[src/hdl/srt_pkg.sv]
// shared constants, types and microcode table of the radix-2 srt divider
package srt_pkg;

  localparam int WIDTH = 16;
  localparam int DW    = 2 * WIDTH;
  localparam int RW    = WIDTH + 2;
  localparam int CNT_W = $clog2(WIDTH);
  localparam int UA_W  = 3;
  localparam int ST_W  = 2;

  typedef logic [UA_W-1:0]  uaddr_t;
  typedef logic [CNT_W-1:0] cnt_t;
  typedef logic [2:0]       op_t;
  typedef logic [1:0]       wt_t;
  typedef logic [1:0]       cond_t;
  typedef logic [ST_W-1:0]  status_t;

  localparam cnt_t CNT_INIT = CNT_W'(WIDTH - 1);

  localparam status_t ST_OK   = 2'd0;
  localparam status_t ST_DIV0 = 2'd1;
  localparam status_t ST_OVF  = 2'd2;

  localparam op_t OP_NOP   = 3'd0;
  localparam op_t OP_LOAD  = 3'd1;
  localparam op_t OP_CHECK = 3'd2;
  localparam op_t OP_ITER  = 3'd3;
  localparam op_t OP_FIX   = 3'd4;
  localparam op_t OP_EMIT  = 3'd5;

  localparam wt_t WT_NONE = 2'd0;
  localparam wt_t WT_IN   = 2'd1;
  localparam wt_t WT_OUT  = 2'd2;

  localparam cond_t COND_NEXT = 2'd0;
  localparam cond_t COND_JUMP = 2'd1;
  localparam cond_t COND_ERR  = 2'd2;
  localparam cond_t COND_LOOP = 2'd3;

  localparam uaddr_t U_IDLE  = 3'd0;
  localparam uaddr_t U_CHECK = 3'd1;
  localparam uaddr_t U_ITER  = 3'd2;
  localparam uaddr_t U_FIX   = 3'd3;
  localparam uaddr_t U_EMIT  = 3'd4;

  typedef struct packed {
    wt_t    wt;
    op_t    op;
    cond_t  cond;
    logic   cnt_init;
    uaddr_t target;
  } ucw_t;

  function automatic ucw_t ucode_rom(input uaddr_t addr);
    ucw_t w;
    case (addr)
      U_IDLE:  w = '{wt: WT_IN,   op: OP_LOAD,  cond: COND_NEXT, cnt_init: 1'b0, target: U_IDLE};
      U_CHECK: w = '{wt: WT_NONE, op: OP_CHECK, cond: COND_ERR,  cnt_init: 1'b1, target: U_EMIT};
      U_ITER:  w = '{wt: WT_NONE, op: OP_ITER,  cond: COND_LOOP, cnt_init: 1'b0, target: U_ITER};
      U_FIX:   w = '{wt: WT_NONE, op: OP_FIX,   cond: COND_NEXT, cnt_init: 1'b0, target: U_IDLE};
      U_EMIT:  w = '{wt: WT_OUT,  op: OP_EMIT,  cond: COND_JUMP, cnt_init: 1'b0, target: U_IDLE};
      default: w = '{wt: WT_NONE, op: OP_NOP,   cond: COND_JUMP, cnt_init: 1'b0, target: U_IDLE};
    endcase
    return w;
  endfunction

endpackage

[src/hdl/srt_if.sv]
// valid/ready channel interfaces for the divider operand and result words
interface srt_in_if import srt_pkg::*; ();
  logic                valid;
  logic                ready;
  logic [DW-1:0]       dividend;
  logic [WIDTH-1:0]    divisor;

  modport source (output valid, output dividend, output divisor, input ready);
  modport sink   (input valid, input dividend, input divisor, output ready);
endinterface

interface srt_out_if import srt_pkg::*; ();
  logic                valid;
  logic                ready;
  logic [WIDTH-1:0]    quotient;
  logic [WIDTH-1:0]    remainder;
  logic [ST_W-1:0]     status;

  modport source (output valid, output quotient, output remainder, output status, input ready);
  modport sink   (input valid, input quotient, input remainder, input status, output ready);
endinterface

[src/hdl/srt_useq.sv]
// microcode sequencer: step counter, iteration counter and jump logic
module srt_useq import srt_pkg::*; (
  input  logic clk,
  input  logic rst_n,
  input  logic in_valid,
  input  logic out_free,
  input  logic err,
  output logic in_ready,
  output op_t  op
);

  uaddr_t upc_r, upc_nxt, upc_inc;
  cnt_t   cnt_r, cnt_nxt;
  ucw_t   ucw;
  logic   hold;

  assign ucw      = ucode_rom(upc_r);
  assign upc_inc  = upc_r + UA_W'(1);
  assign hold     = (ucw.wt == WT_IN && !in_valid) || (ucw.wt == WT_OUT && !out_free);
  assign in_ready = (ucw.wt == WT_IN);
  assign op       = hold ? OP_NOP : ucw.op;

  always_comb begin
    case (ucw.cond)
      COND_NEXT: upc_nxt = upc_inc;
      COND_JUMP: upc_nxt = ucw.target;
      COND_ERR:  upc_nxt = err ? ucw.target : upc_inc;
      COND_LOOP: upc_nxt = (cnt_r != '0) ? ucw.target : upc_inc;
      default:   upc_nxt = U_IDLE;
    endcase
    if (hold) begin
      upc_nxt = upc_r;
    end
  end

  always_comb begin
    cnt_nxt = cnt_r;
    if (!hold) begin
      if (ucw.cnt_init) begin
        cnt_nxt = CNT_INIT;
      end else if (ucw.cond == COND_LOOP && cnt_r != '0) begin
        cnt_nxt = cnt_r - CNT_W'(1);
      end
    end
  end

  always_ff @(posedge clk) begin
    if (!rst_n) begin
      upc_r <= U_IDLE;
      cnt_r <= '0;
    end else begin
      upc_r <= upc_nxt;
      cnt_r <= cnt_nxt;
    end
  end

  a_loop_exit: assert property (@(posedge clk) disable iff (!rst_n)
    (upc_r == U_ITER && upc_nxt == U_FIX) |-> (cnt_r == '0))
    else $error("iteration loop left early");

  a_check_arms_count: assert property (@(posedge clk) disable iff (!rst_n)
    (upc_r == U_CHECK && !err) |=> (upc_r == U_ITER && cnt_r == CNT_INIT))
    else $error("iteration count not armed");

endmodule

[src/hdl/srt_dpath.sv]
// divider datapath: partial remainder, quotient shifter, add/subtract unit, result word
module srt_dpath import srt_pkg::*; (
  input  logic             clk,
  input  op_t              op,
  input  logic [DW-1:0]    in_dividend,
  input  logic [WIDTH-1:0] in_divisor,
  output logic             err,
  output logic [WIDTH-1:0] quotient,
  output logic [WIDTH-1:0] remainder,
  output status_t          status
);

  logic [RW-1:0]    rem_r, rem_nxt, sh, bx;
  logic [WIDTH-1:0] q_r, q_nxt, b_r, b_nxt;
  status_t          st_r, st_nxt;
  logic [WIDTH-1:0] quo_r, quo_nxt, rmd_r, rmd_nxt;
  status_t          sts_r, sts_nxt;
  logic             b_zero, hi_ge;

  assign bx     = {2'b00, b_r};
  assign sh     = {rem_r[RW-2:0], q_r[WIDTH-1]};
  assign b_zero = (b_r == '0);
  assign hi_ge  = (rem_r[WIDTH-1:0] >= b_r);
  assign err    = b_zero || hi_ge;

  always_comb begin
    rem_nxt = rem_r;
    q_nxt   = q_r;
    b_nxt   = b_r;
    st_nxt  = st_r;
    quo_nxt = quo_r;
    rmd_nxt = rmd_r;
    sts_nxt = sts_r;
    case (op)
      OP_LOAD: begin
        rem_nxt = {2'b00, in_dividend[DW-1:WIDTH]};
        q_nxt   = in_dividend[WIDTH-1:0];
        b_nxt   = in_divisor;
      end
      OP_CHECK: begin
        if (b_zero) begin
          st_nxt = ST_DIV0;
        end else if (hi_ge) begin
          st_nxt = ST_OVF;
        end else begin
          st_nxt = ST_OK;
        end
      end
      OP_ITER: begin
        rem_nxt = rem_r[RW-1] ? (sh + bx) : (sh - bx);
        q_nxt   = {q_r[WIDTH-2:0], ~rem_nxt[RW-1]};
      end
      OP_FIX: begin
        if (rem_r[RW-1]) begin
          rem_nxt = rem_r + bx;
        end
      end
      OP_EMIT: begin
        quo_nxt = (st_r == ST_OK) ? q_r : '0;
        rmd_nxt = (st_r == ST_OK) ? rem_r[WIDTH-1:0] : '0;
        sts_nxt = st_r;
      end
      default: begin
      end
    endcase
  end

  always_ff @(posedge clk) begin
    rem_r <= rem_nxt;
    q_r   <= q_nxt;
    b_r   <= b_nxt;
    st_r  <= st_nxt;
    quo_r <= quo_nxt;
    rmd_r <= rmd_nxt;
    sts_r <= sts_nxt;
  end

  assign quotient  = quo_r;
  assign remainder = rmd_r;
  assign status    = sts_r;

  a_rem_corrected: assert property (@(posedge clk)
    (op == OP_EMIT && st_r == ST_OK) |-> !rem_r[RW-1])
    else $error("negative remainder at result");

  a_rem_bound: assert property (@(posedge clk)
    (op == OP_EMIT && st_r == ST_OK) |-> (rem_r[WIDTH-1:0] < b_r))
    else $error("remainder not below divisor");

endmodule

[src/hdl/srt_radix2_divider.sv]
// top level of the radix-2 srt divider
// Divides a 2*WIDTH-bit fractional dividend by a WIDTH-bit divisor, one word
// at a time. An accepted word is loaded, checked for a zero divisor or
// overflow, then worked through the quotient bits, the remainder correction
// and the write of the result register; a zero divisor or overflow result
// goes from the check straight to the result write. The single add/subtract
// unit retires one quotient bit per cycle under the microcode program. The
// result register lets the next word be taken and worked on while a finished
// result is still waiting.
module srt_radix2_divider import srt_pkg::*; (
  input  logic      clk,
  input  logic      rst_n,
  srt_in_if.sink    in_word,
  srt_out_if.source out_word
);

  op_t  op;
  logic err;
  logic out_free;
  logic out_valid_r, out_valid_nxt;

  assign out_free = !out_valid_r || out_word.ready;

  srt_useq u_useq (
    .clk      (clk),
    .rst_n    (rst_n),
    .in_valid (in_word.valid),
    .out_free (out_free),
    .err      (err),
    .in_ready (in_word.ready),
    .op       (op)
  );

  srt_dpath u_dpath (
    .clk         (clk),
    .op          (op),
    .in_dividend (in_word.dividend),
    .in_divisor  (in_word.divisor),
    .err         (err),
    .quotient    (out_word.quotient),
    .remainder   (out_word.remainder),
    .status      (out_word.status)
  );

  always_comb begin
    out_valid_nxt = out_valid_r;
    if (op == OP_EMIT) begin
      out_valid_nxt = 1'b1;
    end else if (out_word.ready) begin
      out_valid_nxt = 1'b0;
    end
  end

  always_ff @(posedge clk) begin
    if (!rst_n) begin
      out_valid_r <= 1'b0;
    end else begin
      out_valid_r <= out_valid_nxt;
    end
  end

  assign out_word.valid = out_valid_r;

  a_busy_after_accept: assert property (@(posedge clk) disable iff (!rst_n)
    (in_word.valid && in_word.ready) |=> !in_word.ready)
    else $error("word taken while busy");

  a_emit_shows: assert property (@(posedge clk) disable iff (!rst_n)
    (op == OP_EMIT) |=> out_word.valid)
    else $error("result not presented");

  a_err_zero: assert property (@(posedge clk) disable iff (!rst_n)
    (out_word.valid && out_word.status != ST_OK) |->
      (out_word.quotient == '0 && out_word.remainder == '0))
    else $error("error result carries data");

endmodule
[src/flat_wrapper.sv]
// flat-port wrapper written by rule: the top's interface ports become plain ports
module srt_radix2_divider_flat import srt_pkg::*;
  (clk, rst_n, in_word_valid, in_word_dividend, in_word_divisor, in_word_ready, out_word_valid, out_word_quotient, out_word_remainder, out_word_status, out_word_ready);
  srt_in_if in_word_i ();
  srt_out_if out_word_i ();
  input  logic clk;
  input  logic rst_n;
  input wire logic [$bits(in_word_i.valid)-1:0] in_word_valid;
  input wire logic [$bits(in_word_i.dividend)-1:0] in_word_dividend;
  input wire logic [$bits(in_word_i.divisor)-1:0] in_word_divisor;
  output wire logic [$bits(in_word_i.ready)-1:0] in_word_ready;
  output wire logic [$bits(out_word_i.valid)-1:0] out_word_valid;
  output wire logic [$bits(out_word_i.quotient)-1:0] out_word_quotient;
  output wire logic [$bits(out_word_i.remainder)-1:0] out_word_remainder;
  output wire logic [$bits(out_word_i.status)-1:0] out_word_status;
  input wire logic [$bits(out_word_i.ready)-1:0] out_word_ready;
  assign in_word_i.valid = in_word_valid;
  assign in_word_i.dividend = in_word_dividend;
  assign in_word_i.divisor = in_word_divisor;
  assign in_word_ready = in_word_i.ready;
  assign out_word_valid = out_word_i.valid;
  assign out_word_quotient = out_word_i.quotient;
  assign out_word_remainder = out_word_i.remainder;
  assign out_word_status = out_word_i.status;
  assign out_word_i.ready = out_word_ready;
  srt_radix2_divider u_core (.clk(clk), .rst_n(rst_n), .in_word(in_word_i), .out_word(out_word_i));
endmodule
[config.mk]
export PLATFORM = sky130hd
export DESIGN_NAME = srt_radix2_divider_flat
export DESIGN_NICKNAME = d
export VERILOG_FILES = /design/src/hdl/srt_pkg.sv /design/src/hdl/srt_if.sv /design/src/hdl/srt_useq.sv /design/src/hdl/srt_dpath.sv /design/src/hdl/srt_radix2_divider.sv /design/src/flat_wrapper.sv
export SDC_FILE = /design/constraint.sdc
export NUM_CORES = 1
export LEC_CHECK = 0
export BUFFER_PORTS_ARGS = -buffer_cell sky130_fd_sc_hd__buf_2
export CAP_MARGIN = 20
export CORE_MARGIN = 4
export CORE_UTILIZATION = 41
export DETAILED_ROUTE_END_ITERATION = 7
export GPL_TIMING_DRIVEN = 1
export SETUP_SLACK_MARGIN = 0.4
export SLEW_MARGIN = 20
export SYNTH_ARGS = -nofsm -noshare
export SYNTH_HDL_FRONTEND = slang
export SYNTH_HIERARCHICAL = 1
export SYNTH_SLANG_ARGS = --single-unit
[constraint.sdc]
create_clock -name clk -period 4.1 [get_ports clk]
set_clock_uncertainty 0.05 [all_clocks]
set_input_delay 0.615 -clock clk [delete_from_list [all_inputs] [get_ports clk]]
set_output_delay 0.615 -clock clk [all_outputs]
set_load 0.05 [all_outputs]
==> reports/summary.txt, run 1 <==
Status -> completed
Final TNS setup -> 0 ps
Post-cts gate resize count -> 0
Routed len/inst -> 18.0 um
Hold Vio Cnt, Final -> 0
Asr flop ratio synth -> 0
Initial core utilization -> 0.424
Vias per cell -> 5.49
Reg2reg start -> u_core/u_dpath/b_r[4]
Die X -> 131 um
GRT overflow -> 0
HP Class -> input port to register
H-tree Lvls -> 3
Die ar. -> 17,300 um^2
Post-CTS setup buffers -> 0
CTS clk-pin slew, worst paths -> 70 ps
DRC errors left -> 0
Register area share after synthesis -> 0.439
Clk Latency, worst-skew pair -> 350 ps
Syn-to-layout area delta -> 15.3%
Chip height -> 131 um
Worst EP required -> 4140 ps
Placed wire-length estimate -> 12,200 um
Distinct cells, synth -> 71
Nets -> 819
Placement row count -> 44
Post-Syn Area -> 6250 um^2
Top FF cell, synth -> edfxtp_1
Initial antenna violation count -> 0
Worst-Margin Slew -> 533 ps
Syn avg cell area -> 10.0 um^2
CP arrival -> 3400 ps
Maximum clock frequency -> 298 MHz
Clock Tree Buf Depth -> 2
Most frequent cells after synthesis -> edfxtp_1, nand2_1, ha_1, nor2_1, a21oi_1
Largest net degree at the start of global routing -> 35
Fin. max-slew vios -> 0
Gpl congestion -> 0.919
RSZ-0062 raised after global routing -> false
Num CTS Buffers -> 9
Ranking of synthesized cells by area -> edfxtp_1, ha_1, xnor2_1, nand2_1, and2_1
Post-Syn Instances -> 622
Final wirelength -> 16,100 um
Root Driver -> clkbuf_16
Yosys reg bits -> 94
First-pass GRT wire length -> 25,800 um
Yosys warnings -> 6
Max FO, Critical Path -> 9
TritonCTS clock tree -> built
Largest area contributor in the netlist -> edfxtp_1
Syn_nets -> 731
Core Region -> 14,800 um^2
First-pass DRT Iterations -> 5
Buffers on Ports -> 87
Fin crit share -> 0.818
Tot GR Track Use -> 0.186
I/O pins -> 88
Initial drt markers -> 417
Filler instances -> 1,382
Endpoints failing setup -> 0
EDFF count, synth -> 86
Fin crit period -> 3360 ps
Final ANT Viol Nets -> 0
Worst setup path startpoint -> u_core/u_dpath/b_r[4]
Sink Count -> 94
Hold buffer count at cts -> 0
Worst hold start -> in_word_divisor[1]
Post-synth top area share -> 0.413
Vias in the first global route -> 4,851
Critical Path Source Type -> register
Setup crit end kind -> register
Diode count -> 0
# Max-Cap Violations -> 0
Rel. slew slack -> 0.644
Vias -> 4,936
Ratio of cells with drive above 1 in the final layout -> 0.187
Count leader, synth -> edfxtp_1
Critical Setup Path Class -> register to register
-- area by class of cell --
type,count,area (um^2),share of cell area
Clock buffer,10,229,0.0318
Clock inverter,6,71.3,0.00990
Sequential cell,94,2740,0.381
Inverter,39,146,0.0203
Tap cell,184,230,0.0320
Timing Repair Buffer,96,503,0.0698
Multi-Input combinational cell,470,3280,0.456
-- cells in the final DEF (no fill, tap or decap), types with 4 or more instances in the layout --
cell type	n
a211oi_1	7
a21o_1	11
a21oi_1	37
a22oi_1	10
a31oi_1	5
and2_1	34
buf_2	87
buf_4	9
clkbuf_16	9
dfxtp_1	8
edfxtp_1	86
ha_1	55
inv_1	35
inv_2	4
nand2_1	68
nand2b_1	15
nand3_1	8
nand4_1	5
nor2_1	43
nor2b_1	7
nor3_1	10
o21a_1	5
o21ai_0	11
o21ai_1	22
o21bai_1	4
o31a_1	4
o31ai_1	5
xnor2_1	34
xor2_1	8
-- cells by family (layout without fill, tap and decap cells) --
kind of cell	after synthesis	count (layout)	share of synthesized area
buffers and inverters	58	151	0.0370
multiplexers	4	4	0.00661
XOR/XNOR	42	42	0.0589
flip-flops	94	94	0.439
adder cells (fa/ha/maj)	57	57	0.117
AND/OR/NAND/NOR	213	213	0.171
AO/OA/AOI/OAI	154	154	0.171
-- state kept, by name (all words and copies together) (netlist names) --
| name | count |
|---|---|
| u_core/u_dpath/b_r | 16 |
| u_core/u_dpath/status | 2 |
| u_core/u_dpath/rem_r | 18 |
| u_core/u_dpath/q_r | 16 |
| u_core/u_dpath/remainder | 16 |
| u_core/out_word.valid | 1 |
| u_core/u_useq/cnt_r | 4 |
| u_core/u_useq/upc_r | 3 |
| u_core/u_dpath/st_r | 2 |
| u_core/u_dpath/quotient | 16 |
-- stage by stage --
step | hold slack [ps] | std cells | area, um^2 | setup WS, ps | util
3_5_place_dp | 423 | 883 | 6900 | 598 | 0.468
6_report | 388 | 899 | 7200 | 745 | 0.488
5_1_grt | 378 | 899 | 7200 | 480 | 0.488
2_1_floorplan | 402 | 622 | 6250 | 972 | -
3_3_place_gp | 423 | 883 | 6900 | 658 | 0.468
4_1_cts | 377 | 899 | 7200 | 575 | 0.488
-- worst max-delay path, cell delays in order (launching register included) --
cell	delay, ps
edfxtp_1	450
nor4_2	400
and2_1	240
nand3_1	180
nor4_1	230
nor2_1	90
xnor2_1	130
ha_1	400
a21o_1	210
a21o_1	170
a21oi_1	130
o21ai_1	90
xnor2_1	250
o21ai_1	90
-- final timing paths --
| kind | to | slack (ps) | depth (start not counted) |
|---|---|---|---|
| worst max-delay path | u_core/u_dpath/q_r[0] | 740 | 13 |
| worst min-delay path | u_core/u_dpath/b_r[1] | 390 | 1 |
| worst max register to register | u_core/u_dpath/q_r[0] | 740 | 13 |
| worst min register to register | u_core/u_dpath/status[1] | 430 | 0 |
-- metal layers --
layer | track usage | up-vias | share of wire
met1 | 0.260 | 2365 | 0.48
met3 | 0.0298 | 15 | 0.054
met4 | 0.0496 | 0 | 0.012
li1 | - | 2416 | -
met2 | 0.300 | 140 | 0.46
met5 | 0 | - | 0
Power of run 1 is not shown: default switching activity piles up to over one toggle a cycle in this logic, so the estimate is an artifact.
==> inputs of run 2 (changes only) <==
Clock period 4.1 ns to 3 ns, I/O delays scaled along.
==> reports/summary.txt, run 2 (synthesis results as in run 1) <==
CP arrival -> 3090 ps
Num CTS Buffers -> 9
GRT overflow -> 0
Fin crit period -> 3050 ps
Failing checks -> negative setup slack
DRC errors left -> 0
Ratio of cells with drive above 1 in the final layout -> 0.377
Die X -> 131 um
Setup crit end kind -> register
Tot GR Track Use -> 0.197
Hold slack -> 220 ps
Placement row count -> 44
# Max-Cap Violations -> 0
Max FFs per register -> 18
Initial drt markers -> 403
Syn-to-layout area delta -> 34.3%
Core Region -> 14,800 um^2
RSZ-0062 raised after global routing -> true
CTS clk-pin slew, worst paths -> 80 ps
Fin crit share -> 1.02
Initial core utilization -> 0.424
Largest Register -> u_core/u_dpath/rem_r
HP Class -> input port to register
Placed wire-length estimate -> 12,900 um
Vias per cell -> 5.40
H-tree Lvls -> 3
Die ar. -> 17,300 um^2
Max FO, Critical Path -> 6
Family with the most delay on the worst path -> simple AND/OR/NAND/NOR gates
Vias -> 5,356
Crit-path slowest cell -> edfxtp_1
Final ANT Viol Nets -> 0
Routed len/inst -> 17.6 um
Hold buffer count at cts -> 0
Fin. max-slew vios -> 0
Commonest non-fill, non-tap cell in the layout -> buf_2
Worst-Margin Slew -> 846 ps
Worst path max stage delay -> 430 ps
Worst setup margin -> -52.9 ps
Most frequent cells in the layout -> buf_2, edfxtp_1, buf_4
Final wirelength -> 17,400 um
WP buf/inv -> 1
Maximum clock frequency -> 328 MHz
TritonCTS clock tree -> built
Endpoints failing setup -> 5
Hold Vio Cnt, Final -> 0
Sink Count -> 94
Root Driver -> clkbuf_16
Status -> finished with violations
Initial antenna violation count -> 1
First-pass DRT Iterations -> 4
Gpl congestion -> 0.928
Vias in the first global route -> 5,312
I/O pins -> 88
Worst EP required -> 3040 ps
Largest net degree at the start of global routing -> 35
Rel. slew slack -> 0.434
Critical Path Source Type -> register
Chip height -> 131 um
Clk Latency, worst-skew pair -> 350 ps
Critical Setup Path Class -> register to register
First-pass GRT wire length -> 27,600 um
Final core utilization -> 0.569
Buffers on Ports -> 87
Clock Tree Buf Depth -> 2
Nets -> 911
Crit-path cells -> nor4_4 > and2_4 > nand3_4 > nor4_2 > nor2_1 > xnor2_1 > ha_1 > buf_6 > a211o_1 > o22ai_2 > xor2_1 > o22ai_1
==> run 2: worst reg2reg max path, stage by stage, from the launching register on <==
cell and delay [ps]:
edfxtp_1 430, nor4_4 320, and2_4 230, nand3_4 90, nor4_2 180, nor2_1 100, xnor2_1 220, ha_1 290
buf_6 150, a211o_1 300, o22ai_2 180, xor2_1 180, o22ai_1 80
==> run 2: stage by stage <==
stage               setup TNS (ps)  instance area (um^2)  worst slack [ps]  instances
finish                        -155                  8390             -52.9        992
floorplan                    -4.83                  6370             -4.83        622
global route                 -1640                  8390              -196        992
detailed placement            -173                  7420             -92.0        939
global placement              -110                  7420             -60.8        939
CTS                          -3.02                  8170             -3.02        980
==> run 2: final cells by class <==
type	instances	area, um^2
Antenna cell	1	2.50
Clock buffer	10	239
Multi-Input combinational cell	470	3710
Fill cell	1275	6360
Inverter	39	149
Tap cell	184	230
Clock inverter	6	45.0
Timing Repair Buffer	188	1270
Sequential cell	94	2740
==> run 2: worst paths after layout <==
path	slack, ps	start	depth (start not counted)	to
setup reg to reg	-50	u_core/u_dpath/b_r[3]	12	u_core/u_dpath/rem_r[16]
hold reg to reg	440	u_core/u_dpath/st_r[1]	0	u_core/u_dpath/status[1]
hold / removal	220	in_word_divisor[3]	1	u_core/u_dpath/b_r[3]
setup / recovery	-50	u_core/u_dpath/b_r[3]	12	u_core/u_dpath/rem_r[16]
==> run 2: per-layer routing <==
layer,share of wire,track usage
met2,0.44,0.301
met4,0.016,0.0578
met5,0,0
met3,0.068,0.0378
met1,0.48,0.284
==> run 2: what timing repair did <==
action / in CTS / in global routing
pin swaps: 42 / 27
resized for setup: 68 / 28
setup buffers: 25 / 11
hold endpoints to repair: 0 / 0
endpoints found under the setup margin: 22 / 35
Power of run 2 is left out for the same reason.
